[config.mk]
export PLATFORM = sky130hd
export DESIGN_NAME = eeprom_record_end_scanner
export DESIGN_NICKNAME = d
export VERILOG_FILES = /design/src/design/eers_pkg.sv /design/src/design/eers_scan.sv /design/src/design/eeprom_record_end_scanner.sv
export SDC_FILE = /design/constraint.sdc
export NUM_CORES = 1
export LEC_CHECK = 0
export BUFFER_PORTS_ARGS = -buffer_cell sky130_fd_sc_hd__clkbuf_2
export CORE_MARGIN = 4
export CORE_UTILIZATION = 51
export DETAILED_ROUTE_END_ITERATION = 10
export GPL_TIMING_DRIVEN = 0
export PLACE_DENSITY_LB_ADDON = 0.08
export SYNTH_ARGS = -nofsm -noshare
export SYNTH_HDL_FRONTEND = slang
export SYNTH_SLANG_ARGS = --single-unit
[constraint.sdc]
create_clock -name i_clk -period 9.4 [get_ports i_clk]
set_input_delay 1.41 -clock i_clk [delete_from_list [all_inputs] [get_ports i_clk]]
set_output_delay 1.41 -clock i_clk [all_outputs]
set_load 0.02 [all_outputs]
[src/design/eers_pkg.sv]
package eers_pkg;

    localparam int unsigned CFG_IDX_W = 2;
    localparam int unsigned CFG_DATA_W = 11;
    localparam int unsigned LEN_W = 11;
    localparam int unsigned STOP_ADDR_W = 10;

    localparam logic [CFG_IDX_W-1:0] CFG_START_MARKER = 2'd0;
    localparam logic [CFG_IDX_W-1:0] CFG_SEPARATOR_MARKER = 2'd1;
    localparam logic [CFG_IDX_W-1:0] CFG_STOP_MARKER = 2'd2;
    localparam logic [CFG_IDX_W-1:0] CFG_MAX_RECORD_LENGTH = 2'd3;

    localparam logic [7:0] RST_START_MARKER = 8'd2;
    localparam logic [7:0] RST_SEPARATOR_MARKER = 8'd31;
    localparam logic [7:0] RST_STOP_MARKER = 8'd3;
    localparam logic [LEN_W-1:0] RST_MAX_RECORD_LENGTH = 11'd64;

    localparam logic [LEN_W-1:0] LEN_CAP = 11'd2047;

    localparam logic [7:0] PRINT_LO = 8'h20;
    localparam logic [7:0] PRINT_HI = 8'h7E;

    localparam logic [1:0] VERDICT_STOP = 2'd0;
    localparam logic [1:0] VERDICT_UNFORMATTED = 2'd1;
    localparam logic [1:0] VERDICT_ERROR = 2'd2;

    typedef struct packed {
        logic [7:0] data_byte;
        logic       restart;
    } t_in_word;

    typedef struct packed {
        logic [1:0]             verdict;
        logic [STOP_ADDR_W-1:0] stop_address;
    } t_out_word;

    typedef struct packed {
        logic [7:0]       start_marker;
        logic [7:0]       separator_marker;
        logic [7:0]       stop_marker;
        logic [LEN_W-1:0] max_record_length;
    } t_cfg;

    typedef struct packed {
        logic      hit;
        t_out_word word;
    } t_scan_res;

endpackage

[src/design/eers_scan.sv]
module eers_scan #(
    parameter int unsigned STORE_BYTES = 1024
) (
    input  logic                i_clk,
    input  logic                i_rst_n,
    input  logic                i_accept,
    input  eers_pkg::t_in_word  i_word,
    input  eers_pkg::t_cfg      i_cfg,
    output eers_pkg::t_scan_res o_res
);

    localparam int unsigned AW = $clog2(STORE_BYTES);
    localparam int unsigned WW = (AW > eers_pkg::STOP_ADDR_W) ? AW : eers_pkg::STOP_ADDR_W;
    localparam logic [AW-1:0] LAST_ADDR = AW'(STORE_BYTES - 1);

    typedef enum logic [1:0] {
        PH_KEY,
        PH_VALUE,
        PH_DONE
    } t_phase;

    t_phase                     r_phase, n_phase;
    logic [AW-1:0]              r_pos, n_pos;
    logic [eers_pkg::LEN_W-1:0] r_len, n_len;
    logic [eers_pkg::LEN_W-1:0] len_inc;
    logic [WW-1:0]              addr_wide;
    logic [7:0]                 b;
    logic                       printable;
    logic                       too_long;
    logic                       is_start;
    logic                       is_stop;

    assign b         = i_word.data_byte;
    assign printable = (b >= eers_pkg::PRINT_LO) && (b <= eers_pkg::PRINT_HI);
    assign is_start  = (b == i_cfg.start_marker);
    assign is_stop   = (b == i_cfg.stop_marker);
    assign len_inc   = (r_len == eers_pkg::LEN_CAP) ? r_len : r_len + 1'b1;
    assign too_long  = (len_inc == eers_pkg::LEN_CAP) || (len_inc > i_cfg.max_record_length);
    assign addr_wide = WW'(r_pos);

    always_comb begin
        n_phase = r_phase;
        n_pos   = r_pos;
        n_len   = r_len;
        o_res   = '0;
        if (i_word.restart) begin
            n_pos = AW'(1);
            n_len = eers_pkg::LEN_W'(1);
            if (!is_start) begin
                o_res.hit          = 1'b1;
                o_res.word.verdict = eers_pkg::VERDICT_UNFORMATTED;
                n_phase            = PH_DONE;
            end else if (is_stop) begin
                o_res.hit          = 1'b1;
                o_res.word.verdict = eers_pkg::VERDICT_STOP;
                n_phase            = PH_DONE;
            end else begin
                n_phase = PH_KEY;
            end
        end else if (r_phase != PH_DONE) begin
            n_pos = r_pos + 1'b1;
            if (r_pos == LAST_ADDR) begin
                o_res.hit          = 1'b1;
                o_res.word.verdict = eers_pkg::VERDICT_ERROR;
                n_phase            = PH_DONE;
            end else begin
                n_len = len_inc;
                case (r_phase)
                    PH_KEY: begin
                        if ((!printable && (b != i_cfg.separator_marker)) || too_long) begin
                            o_res.hit          = 1'b1;
                            o_res.word.verdict = eers_pkg::VERDICT_ERROR;
                            n_phase            = PH_DONE;
                        end else if (!printable) begin
                            n_phase = PH_VALUE;
                        end
                    end
                    PH_VALUE: begin
                        if (too_long || (!printable && !is_start && !is_stop)) begin
                            o_res.hit          = 1'b1;
                            o_res.word.verdict = eers_pkg::VERDICT_ERROR;
                            n_phase            = PH_DONE;
                        end else if (printable) begin
                            n_phase = PH_VALUE;
                        end else if (is_stop) begin
                            o_res.hit               = 1'b1;
                            o_res.word.verdict      = eers_pkg::VERDICT_STOP;
                            o_res.word.stop_address = addr_wide[eers_pkg::STOP_ADDR_W-1:0];
                            n_phase                 = PH_DONE;
                        end else begin
                            n_len   = eers_pkg::LEN_W'(1);
                            n_phase = PH_KEY;
                        end
                    end
                    default: begin
                        n_phase = PH_DONE;
                    end
                endcase
            end
        end
    end

    always_ff @(posedge i_clk) begin
        if (!i_rst_n) begin
            r_phase <= PH_DONE;
            r_pos   <= '0;
            r_len   <= '0;
        end else if (i_accept) begin
            r_phase <= n_phase;
            r_pos   <= n_pos;
            r_len   <= n_len;
        end
    end

endmodule

[src/design/eeprom_record_end_scanner.sv]
// Record-chain end scanner. Feed the store's bytes in ascending address order, one word per
// cycle, with restart set on the byte at address 0. Each byte is checked by one registered
// pass against the scan state (phase, address, record length), so a new word is taken every
// cycle; the single verdict of a scan (stop marker and its address, unformatted store, or
// format error) appears in the output register the cycle after the byte that decides it.
// Words after a verdict and before the next restart are taken and dropped. The input stalls
// only while a verdict waits in the output register under stall. Marker and length registers are
// to be written through the config port only while the scanner is idle; the block does not enforce this.
module eeprom_record_end_scanner #(
    parameter int unsigned STORE_BYTES = 1024
) (
    input  logic                                i_clk,
    input  logic                                i_rst_n,
    input  logic                                i_in_valid,
    output logic                                o_in_stall,
    input  eers_pkg::t_in_word                  i_in_data,
    output logic                                o_out_valid,
    input  logic                                i_out_stall,
    output eers_pkg::t_out_word                 o_out_data,
    input  logic                                i_cfg_we,
    input  logic [eers_pkg::CFG_IDX_W-1:0]      i_cfg_index,
    input  logic [eers_pkg::CFG_DATA_W-1:0]     i_cfg_data
);

    eers_pkg::t_cfg      r_cfg;
    eers_pkg::t_scan_res scan_res;
    eers_pkg::t_out_word r_out;
    logic                r_out_valid;
    logic                accept;

    assign o_in_stall  = r_out_valid && i_out_stall;
    assign accept      = i_in_valid && !o_in_stall;
    assign o_out_valid = r_out_valid;
    assign o_out_data  = r_out;

    eers_scan #(
        .STORE_BYTES(STORE_BYTES)
    ) u_scan (
        .i_clk   (i_clk),
        .i_rst_n (i_rst_n),
        .i_accept(accept),
        .i_word  (i_in_data),
        .i_cfg   (r_cfg),
        .o_res   (scan_res)
    );

    always_ff @(posedge i_clk) begin
        if (!i_rst_n) begin
            r_cfg.start_marker      <= eers_pkg::RST_START_MARKER;
            r_cfg.separator_marker  <= eers_pkg::RST_SEPARATOR_MARKER;
            r_cfg.stop_marker       <= eers_pkg::RST_STOP_MARKER;
            r_cfg.max_record_length <= eers_pkg::RST_MAX_RECORD_LENGTH;
        end else if (i_cfg_we) begin
            case (i_cfg_index)
                eers_pkg::CFG_START_MARKER:      r_cfg.start_marker <= i_cfg_data[7:0];
                eers_pkg::CFG_SEPARATOR_MARKER:  r_cfg.separator_marker <= i_cfg_data[7:0];
                eers_pkg::CFG_STOP_MARKER:       r_cfg.stop_marker <= i_cfg_data[7:0];
                eers_pkg::CFG_MAX_RECORD_LENGTH: r_cfg.max_record_length <= i_cfg_data;
                default: begin
                    r_cfg <= r_cfg;
                end
            endcase
        end
    end

    always_ff @(posedge i_clk) begin
        if (!i_rst_n) begin
            r_out_valid <= 1'b0;
        end else if (accept && scan_res.hit) begin
            r_out_valid <= 1'b1;
        end else if (!i_out_stall) begin
            r_out_valid <= 1'b0;
        end
    end

    always_ff @(posedge i_clk) begin
        if (accept && scan_res.hit) begin
            r_out <= scan_res.word;
        end
    end

endmodule

==> impl_metrics.ini, run 1 <==
[routing]
vias = 3166
via_per_inst = 5.44
ant_nets = 0
wl_mm = 8.63
firstDrtPassIters = 4
drc_errors = 0
first_iter_violations = 105
wire_per_inst_um = 14.8

[global_routing]
use_met3 = 0.0462
grt_pass1_wl_mm = 14.6
grt_pass1_vias = 3012
top_usage_layer = met2
met1_usage = 0.278
met2_usage = 0.338
grtUsageTotal = 0.210
overflow = 0
grt_max_degree = 14
grt_antenna_before_repair = 0

[placement]
numPortBuffers = 35
dp_hpwl_mm = 6.38
gp_congestion = 0.875
post_dp_cell_area_um2 = 4160
place_ws_ps = 5600

[critical_path]
worst_ep_required_time_ps = 9430
path_class = flip-flop to flip-flop
r2r_start = u_scan.r_len[0]$_SDFFE_PN0P_
reg2regPathDepth = 12
path_cells = ha_1, and4_1, nand3_1, a21oi_1, ha_1, nand4_1, a21oi_1, o31ai_1, o2bb2ai_1, o211ai_4, o31ai_1, inv_1
arrival_ps = 3810
crit_path_end_kind = flip-flop
crit_slowest_cell = o31ai_1
crit_fanout = 12
regToRegSetupSlack_ps = 5620
slowest_delay_ps = 450
worst_r2r_endpoint = o_out_data[8]$_SDFFCE_PP0P_
timing.critical_path.from_type = flip-flop

[synthesis]
synthCells = 432
ys_top_cells_by_area = dfxtp_1, edfxtp_1, nand2_1
async_flop_share = 0
synth_top_area_share = 0.306
seq_area_frac_synth = 0.399
ys_warn_count = 0
synth_ff_type = dfxtp_1
yosys.area.top_type = dfxtp_1
synth_edf_count = 12
synth_nets = 472
syn_area_per_cell_um2 = 8.94
syn-cell-area_um2 = 3860
synth_cell_types = 59
ys_seq_elements = 71

[die]
rows = 31
core_um2 = 7290
io_pins = 41
die_x_um = 95.0
die_h_um = 95.0
die-area_um2 = 9020
start_util = 0.529

[timing]
clock.fmax_mhz = 265
worst_slack_ps = 5620
tns_ps = 0
rsz0062_at_grt = false
skew_ps = 12.3
finalHoldViolCount = 0
relSlewSlack = 0.504
tightest_slew_ps = 742
finalSetupViolations = 0
post-route-min-period_ps = 3780
period_share = 0.402
final-max-slew-violation-count = 0

[clock_tree]
post_cts_resized = 0
hold_buffers = 0
clockRootBuffer = clkbuf_8
cts.sinks = 71
cts_setup_buffers = 0
clk_latency_ps = 360
h-tree-depth = 3
clkTransAtPathRegs_ps = 70
cts_buffers = 9
cts_tree = yes
max-clock-path-buffers = 2

[layout]
multi_input_area_um2 = 2180
antenna_cells = 0
nets = 518
fill_cells = 708
final_cell_area_um2 = 4360
regArea_um2 = 1540
synthToLayoutAreaGrowth_pct = 12.9
layout_commonest_cell = nand2_1
layout_common_cells = nand2_1, dfxtp_1, clkbuf_2
drive_above_1_share = 0.143

[min_path]
hold_path_class = flip-flop to flip-flop
holdCritStartpoint = r_cfg[2]$_SDFFE_PN0P_
holdPathStages = 2
hold-path-endpoint = r_cfg[2]$_SDFFE_PN0P_

[pwr]
power_density_nw_per_um2 = 147
ir_drop_uv = 84.6
p_total_mw = 0.641
p_leak_nw = 1.75

[flow_run]
drv_cap = 0

[outcome]
outcome = complete, no violations
## worst max-delay path by stage
stage	start	to	slack, ps
after global placement	i_in_data[6]	o_out_data[8]$_SDFFCE_PP0P_	5670
after global routing	u_scan.r_len[0]$_SDFFE_PN0P_	o_out_data[8]$_SDFFCE_PP0P_	5240
after CTS	u_scan.r_len[0]$_SDFFE_PN0P_	o_out_data[8]$_SDFFCE_PP0P_	5620
after floorplan	i_in_data[6]	o_out_data[0]$_SDFFCE_PP0P_	6170
after detailed placement	i_in_data[6]	o_out_data[8]$_SDFFCE_PP0P_	5600
final	u_scan.r_len[0]$_SDFFE_PN0P_	o_out_data[8]$_SDFFCE_PP0P_	5620
## cells in the mapped netlist, drive strengths merged, types with 5 or more instances
master,number
nand2b,6
clkbuf,12
nand2,75
mux2i,9
a211oi,5
a21oi,13
dfxtp,59
and2,17
buf,6
nand4,12
edfxtp,12
nor4,8
xor2,32
a22o,7
inv,15
nor2b,7
nor2,22
a21boi,21
and3,8
nand3,23
ha,13
## layout make-up
class,count,share of cell area
clock buffer,12,0.0333
sequential,71,0.354
inverter,15,0.0129
tap,99,0.0284
timing repair buffer,35,0.0402
buffer,18,0.0178
clock inverter,4,0.0126
multi-input combinational,328,0.501
## cells by family after synthesis
family / synth area share
AND/OR/NAND/NOR: 0.276
AO/OA/AOI/OAI: 0.143
flip-flops: 0.399
XOR/XNOR: 0.0771
buffers and inverters: 0.0347
adder cells (fa/ha/maj): 0.0421
multiplexers: 0.0272
## metal layers
metal,wire (µm),vias up,share of wire
li1,-,1612,-
met1,4190,1485,0.49
met2,4020,58,0.47
met3,304,11,0.035
met4,106,0,0.012
met5,0,-,0
## power breakdown
part           switching, mW  internal [mW]
Combinational         0.0420         0.0247
Clock                  0.117          0.131
Sequential           0.00597          0.319
## stage by stage
stage | hold slack (ps) | utilization | cells
4_1_cts | 470 | 0.598 | 582
5_1_grt | 490 | 0.598 | 582
2_1_floorplan | 443 | - | 432
3_5_place_dp | 461 | 0.570 | 566
6_report | 462 | 0.598 | 582
3_3_place_gp | 452 | 0.570 | 566
## state kept, by name, summed over array words and instances (netlist names)
| register | flops |
|---|---|
| o_out_data | 12 |
| o_out_valid | 1 |
| u_scan.addr_wide | 10 |
| r_cfg | 35 |
| u_scan.r_len | 11 |
| u_scan.r_phase | 2 |
## critical path: cells and delay by family, from the launching register on
| family | cells | cell delay [ps] |
|---|---|---|
| compound gates | 6 | 1540 |
| fa+ha+maj | 2 | 670 |
| simple gates | 3 | 480 |
| flops | 1 | 440 |
| buf+inv | 1 | 340 |
Note: power is estimated with default switching activity, not from simulation.
==> run 2: changes to the inputs <==
Settings changed: ABC_AREA set to 1.
Clock period 9.4 ns to 3.93 ns, I/O delays scaled along.
==> impl_metrics.ini, run 2 <==
[layout]
final_cell_area_um2 = 4330
nets = 611
top_register = r_cfg
synthToLayoutAreaGrowth_pct = 13.5
antenna_cells = 0
drive_above_1_share = 0.158
largest_reg_flops = 35
fill_cells = 714
layout_commonest_cell = nand2_1
layout_common_cells = nand2_1, nor2_1, dfxtp_1

[critical_path]
arrival_ps = 3490
path_class = flip-flop to flip-flop
crit_fanout = 12
timing.critical_path.from_type = flip-flop
regToRegSetupSlack_ps = 420
crit_path_end_kind = flip-flop
worst_ep_required_time_ps = 3910

[timing]
period_share = 0.894
clock.fmax_mhz = 285
final-max-slew-violation-count = 0
skew_ps = 10.0
post-route-min-period_ps = 3510
finalHoldViolCount = 0
rsz0062_at_grt = false
tightest_slew_ps = 1100
worst_slack_ps = 415
whs_ps = 463
tns_ps = 0
relSlewSlack = 0.262
finalSetupViolations = 0

[synthesis]
synthTopCellsByCount = nand2_1, nor2_1, dfxtp_1
synth_ff_type = dfxtp_1
ys_warn_count = 0
async_flop_share = 0
synthCells = 521
syn_area_per_cell_um2 = 7.32
synth_top_area_share = 0.310
synth_most_common_cell = nand2_1
ys_seq_elements = 71
ys_top_cells_by_area = dfxtp_1, nand2_1, edfxtp_1
synth_nets = 561
seq_area_frac_synth = 0.404
synth_cell_types = 37
yosys.area.top_type = dfxtp_1
synth_edf_count = 12
syn-cell-area_um2 = 3810

[global_routing]
grt_pass1_vias = 3181
grt_pass1_wl_mm = 14.9
grtUsageTotal = 0.215
grt_antenna_before_repair = 0
overflow = 0
grt_max_degree = 14

[routing]
firstDrtPassIters = 5
ant_nets = 0
wl_mm = 8.81
vias = 3445
drc_errors = 0
via_per_inst = 5.10
first_iter_violations = 165
wire_per_inst_um = 13.1

[clock_tree]
hold_buffers = 0
h-tree-depth = 3
post_cts_resized = 0
cts.sinks = 71
max-clock-path-buffers = 2
cts_buffers = 9
cts_tree = yes
clkTransAtPathRegs_ps = 70
clockRootBuffer = clkbuf_8
clk_latency_ps = 350
cts_setup_buffers = 0

[placement]
numPortBuffers = 39
place_ws_ps = 409
dp_hpwl_mm = 6.62
gp_congestion = 0.892
post_dp_cell_area_um2 = 4130

[die]
start_util = 0.526
die_h_um = 94.5
rows = 31
core_um2 = 7250
die_x_um = 94.5
io_pins = 41
die-area_um2 = 8930

[pwr]
power_density_nw_per_um2 = 356
ir_drop_uv = 196
p_leak_nw = 1.91

[min_path]
hold_path_class = flip-flop to flip-flop

[flow_run]
drv_cap = 0

[outcome]
outcome = complete, no violations
-- run 2: power breakdown --
group	internal, mW	switching, mW	leakage [nW]
sequential	0.766	0.0157	0.600
combinational	0.0622	0.117	1.22
clock	0.294	0.285	0.0937
-- run 2: path summary, 6_finish.rpt --
| path | startpoint | end | cells after the start |
|---|---|---|---|
| worst min register to register | r_cfg[3]$_SDFFE_PN0P_ | r_cfg[3]$_SDFFE_PN0P_ | 2 |
| worst max register to register | u_scan.r_len[0]$_SDFFE_PN0P_ | o_out_data[2]$_SDFFCE_PP0P_ | 14 |
| worst min-delay path | r_cfg[3]$_SDFFE_PN0P_ | r_cfg[3]$_SDFFE_PN0P_ | 2 |
| worst max-delay path | u_scan.r_len[0]$_SDFFE_PN0P_ | o_out_data[2]$_SDFFCE_PP0P_ | 14 |
-- run 2: worst max-delay path, cell delays in order (launching register included) --
cell,delay [ps]
dfxtp_1,400
ha_1,220
nand2_2,120
nor2_8,160
nand2_1,130
nand2_1,120
o21ai_4,80
ha_1,290
nand2_1,70
o41ai_1,710
nand3_1,160
a21oi_1,190
nand2_1,80
nand2_1,100
nand2_1,320
-- run 2: layer usage --
layer	track usage	routed length (µm)	vias to the layer above
met3	0.0438	459	11
met5	0	0	-
li1	-	-	1791
met4	0.0769	116	0
met1	0.280	4060	1555
met2	0.354	4180	88
-- run 2: through the flow --
step / total power, mW / std cells / util
3_5_place_dp: 0.976 / 659 / 0.570
5_1_grt: 1.62 / 675 / 0.597
6_report: 1.54 / 675 / 0.597
3_3_place_gp: 0.971 / 659 / 0.570
4_1_cts: 1.55 / 675 / 0.597
2_1_floorplan: 0.914 / 521 / -
-- run 2: logic make-up after synthesis --
| logic type | share of synthesized area |
|---|---|
| buf+inv | 0.0732 |
| compound gates | 0.123 |
| flops | 0.404 |
| fa+ha+maj | 0.0427 |
| simple gates | 0.311 |
| xor+xnor | 0.0459 |
-- run 2: final cells by class --
cell class                      instances  area [µm²]  share of cell area
Buffer                                  9        46.3              0.0107
Clock inverter                          7        71.3              0.0165
Clock buffer                            9         124              0.0286
Sequential cell                        71        1540               0.356
Tap cell                               99         124              0.0286
Timing Repair Buffer                   39         195              0.0451
Multi-Input combinational cell        379        1990               0.461
Inverter                               62         233              0.0538
==> run 3: changes to the inputs <==
Settings changed: REMOVE_ABC_BUFFERS set to 1.
==> impl_metrics.ini, run 3 (same netlist as run 2, synthesis figures left out) <==
[outcome]
outcome = complete, no violations

[layout]
top_register = r_cfg
layout_common_cells = nand2_1, nor2_1, dfxtp_1
multi_input_area_um2 = 1990
final_cell_area_um2 = 4290
drive_above_1_share = 0.157
antenna_cells = 0
regArea_um2 = 1540
synthToLayoutAreaGrowth_pct = 12.5
nets = 603
fill_cells = 728
largest_reg_flops = 35
layout_commonest_cell = nand2_1

[timing]
final-max-slew-violation-count = 0
finalSetupViolations = 0
period_share = 0.899
post-route-min-period_ps = 3530
rsz0062_at_grt = false
relSlewSlack = 0.285
tns_ps = 0
clock.fmax_mhz = 283
finalHoldViolCount = 0
tightest_slew_ps = 1060
skew_ps = 6.13

[die]
die_h_um = 94.5
start_util = 0.526
rows = 31
io_pins = 41
die_x_um = 94.5
core_um2 = 7250
die-area_um2 = 8930

[pwr]
seqPwrFrac = 0.507
p_total_mw = 1.54
internal_power_mw = 1.12
power_density_nw_per_um2 = 359
switching_share = 0.270
pwr-share-clk = 0.379
p_comb_frac = 0.113
switchingPower_mw = 0.416
p_leak_nw = 1.90
ir_drop_uv = 237

[clock_tree]
cts_buffers = 9
clk_latency_ps = 350
hold_buffers = 0
cts_tree = yes
cts.sinks = 71
post_cts_resized = 0
h-tree-depth = 3
clkTransAtPathRegs_ps = 80
clockRootBuffer = clkbuf_8
max-clock-path-buffers = 2
cts_setup_buffers = 0

[min_path]
hold_path_class = flip-flop to flip-flop

[critical_path]
timing.critical_path.from_type = flip-flop
path_cells = ha_1, nand2_2, nor2_8, nand3_4, nand2_1, nand2_1, ha_1, nand2_1, o41ai_1, nand3_1, a21oi_1, nand2_1, nand2_1, nand2_1
timing.critical_path.max_delay_family = simple AND/OR/NAND/NOR gates
crit_fanout = 12
critical_path.most_common_cell = nand2_1
arrival_ps = 3510
path_class = flip-flop to flip-flop
regToRegSetupSlack_ps = 400
worst_ep_required_time_ps = 3900
slowest_delay_ps = 660
crit_slowest_cell = o41ai_1
cp.buffers_inverters = 0
crit_path_end_kind = flip-flop

[placement]
gp_congestion = 0.913
numPortBuffers = 40
post_dp_cell_area_um2 = 4090
dp_hpwl_mm = 6.33

[global_routing]
grtUsageTotal = 0.209
grt_antenna_before_repair = 0
overflow = 0
grt_max_degree = 42
grt_pass1_wl_mm = 14.7
grt_pass1_vias = 3273

[routing]
firstDrtPassIters = 4
drc_errors = 0
wire_per_inst_um = 12.8
via_per_inst = 5.04
wl_mm = 8.56
ant_nets = 0
vias = 3359
first_iter_violations = 131

[flow_run]
drv_cap = 0
[run 3: cell types whose count changed in the layout (fill, tap and decap cells not counted)]
| cell | delta |
|---|---|
| clkinv_4 | +1 |
| buf_6 | -1 |
| clkbuf_4 | -1 |
| clkbuf_1 | -4 |
| buf_1 | -1 |
| clkinv_1 | -1 |
| inv_6 | -2 |
| inv_8 | +1 |
[run 3: worst paths after layout]
kind                                      end  cells past startpoint                              from
max reg2reg      o_out_data[10]$_SDFFCE_PN0P_                     14      u_scan.r_len[0]$_SDFFE_PN0P_
min          u_scan.addr_wide[9]$_SDFFE_PN0P_                      1  u_scan.addr_wide[9]$_SDFFE_PN0P_
max              o_out_data[10]$_SDFFCE_PN0P_                     14      u_scan.r_len[0]$_SDFFE_PN0P_
min reg2reg  u_scan.addr_wide[9]$_SDFFE_PN0P_                      1  u_scan.addr_wide[9]$_SDFFE_PN0P_
[run 3: layout make-up]
class,count,share of cell area
Clock buffer,10,0.0298
Clock inverter,6,0.0163
Tap cell,99,0.0289
Inverter,62,0.0543
Timing Repair Buffer,40,0.0467
Sequential cell,71,0.359
Multi-Input combinational cell,379,0.465
[run 3: metal layers]
layer / GRT usage / up-vias / share of wire
li1: - / 1773 / -
met1: 0.266 / 1520 / 0.47
met2: 0.352 / 56 / 0.48
met3: 0.0470 / 10 / 0.035
met4: 0.0685 / 0 / 0.011
met5: 0 / - / 0
[run 3: power by group through the flow]
stage / Combinational [mW] / Sequential, mW / Clock [mW]
2_1_floorplan: 0.107 / 0.801 / 0
3_3_place_gp: 0.170 / 0.796 / 0
3_5_place_dp: 0.174 / 0.798 / 0
4_1_cts: 0.175 / 0.781 / 0.597
5_1_grt: 0.200 / 0.784 / 0.634
6_report: 0.175 / 0.781 / 0.584
[run 3: stage by stage]
| stage | utilization | cells | setup WS (ps) | hold slack, ps |
|---|---|---|---|---|
| after global placement | 0.564 | 651 | 480 | 429 |
| after floorplan | - | 512 | 962 | 422 |
| after CTS | 0.591 | 667 | 377 | 452 |
| after detailed placement | 0.564 | 651 | 407 | 440 |
| final | 0.591 | 667 | 396 | 447 |
| after global routing | 0.591 | 667 | 43.0 | 481 |
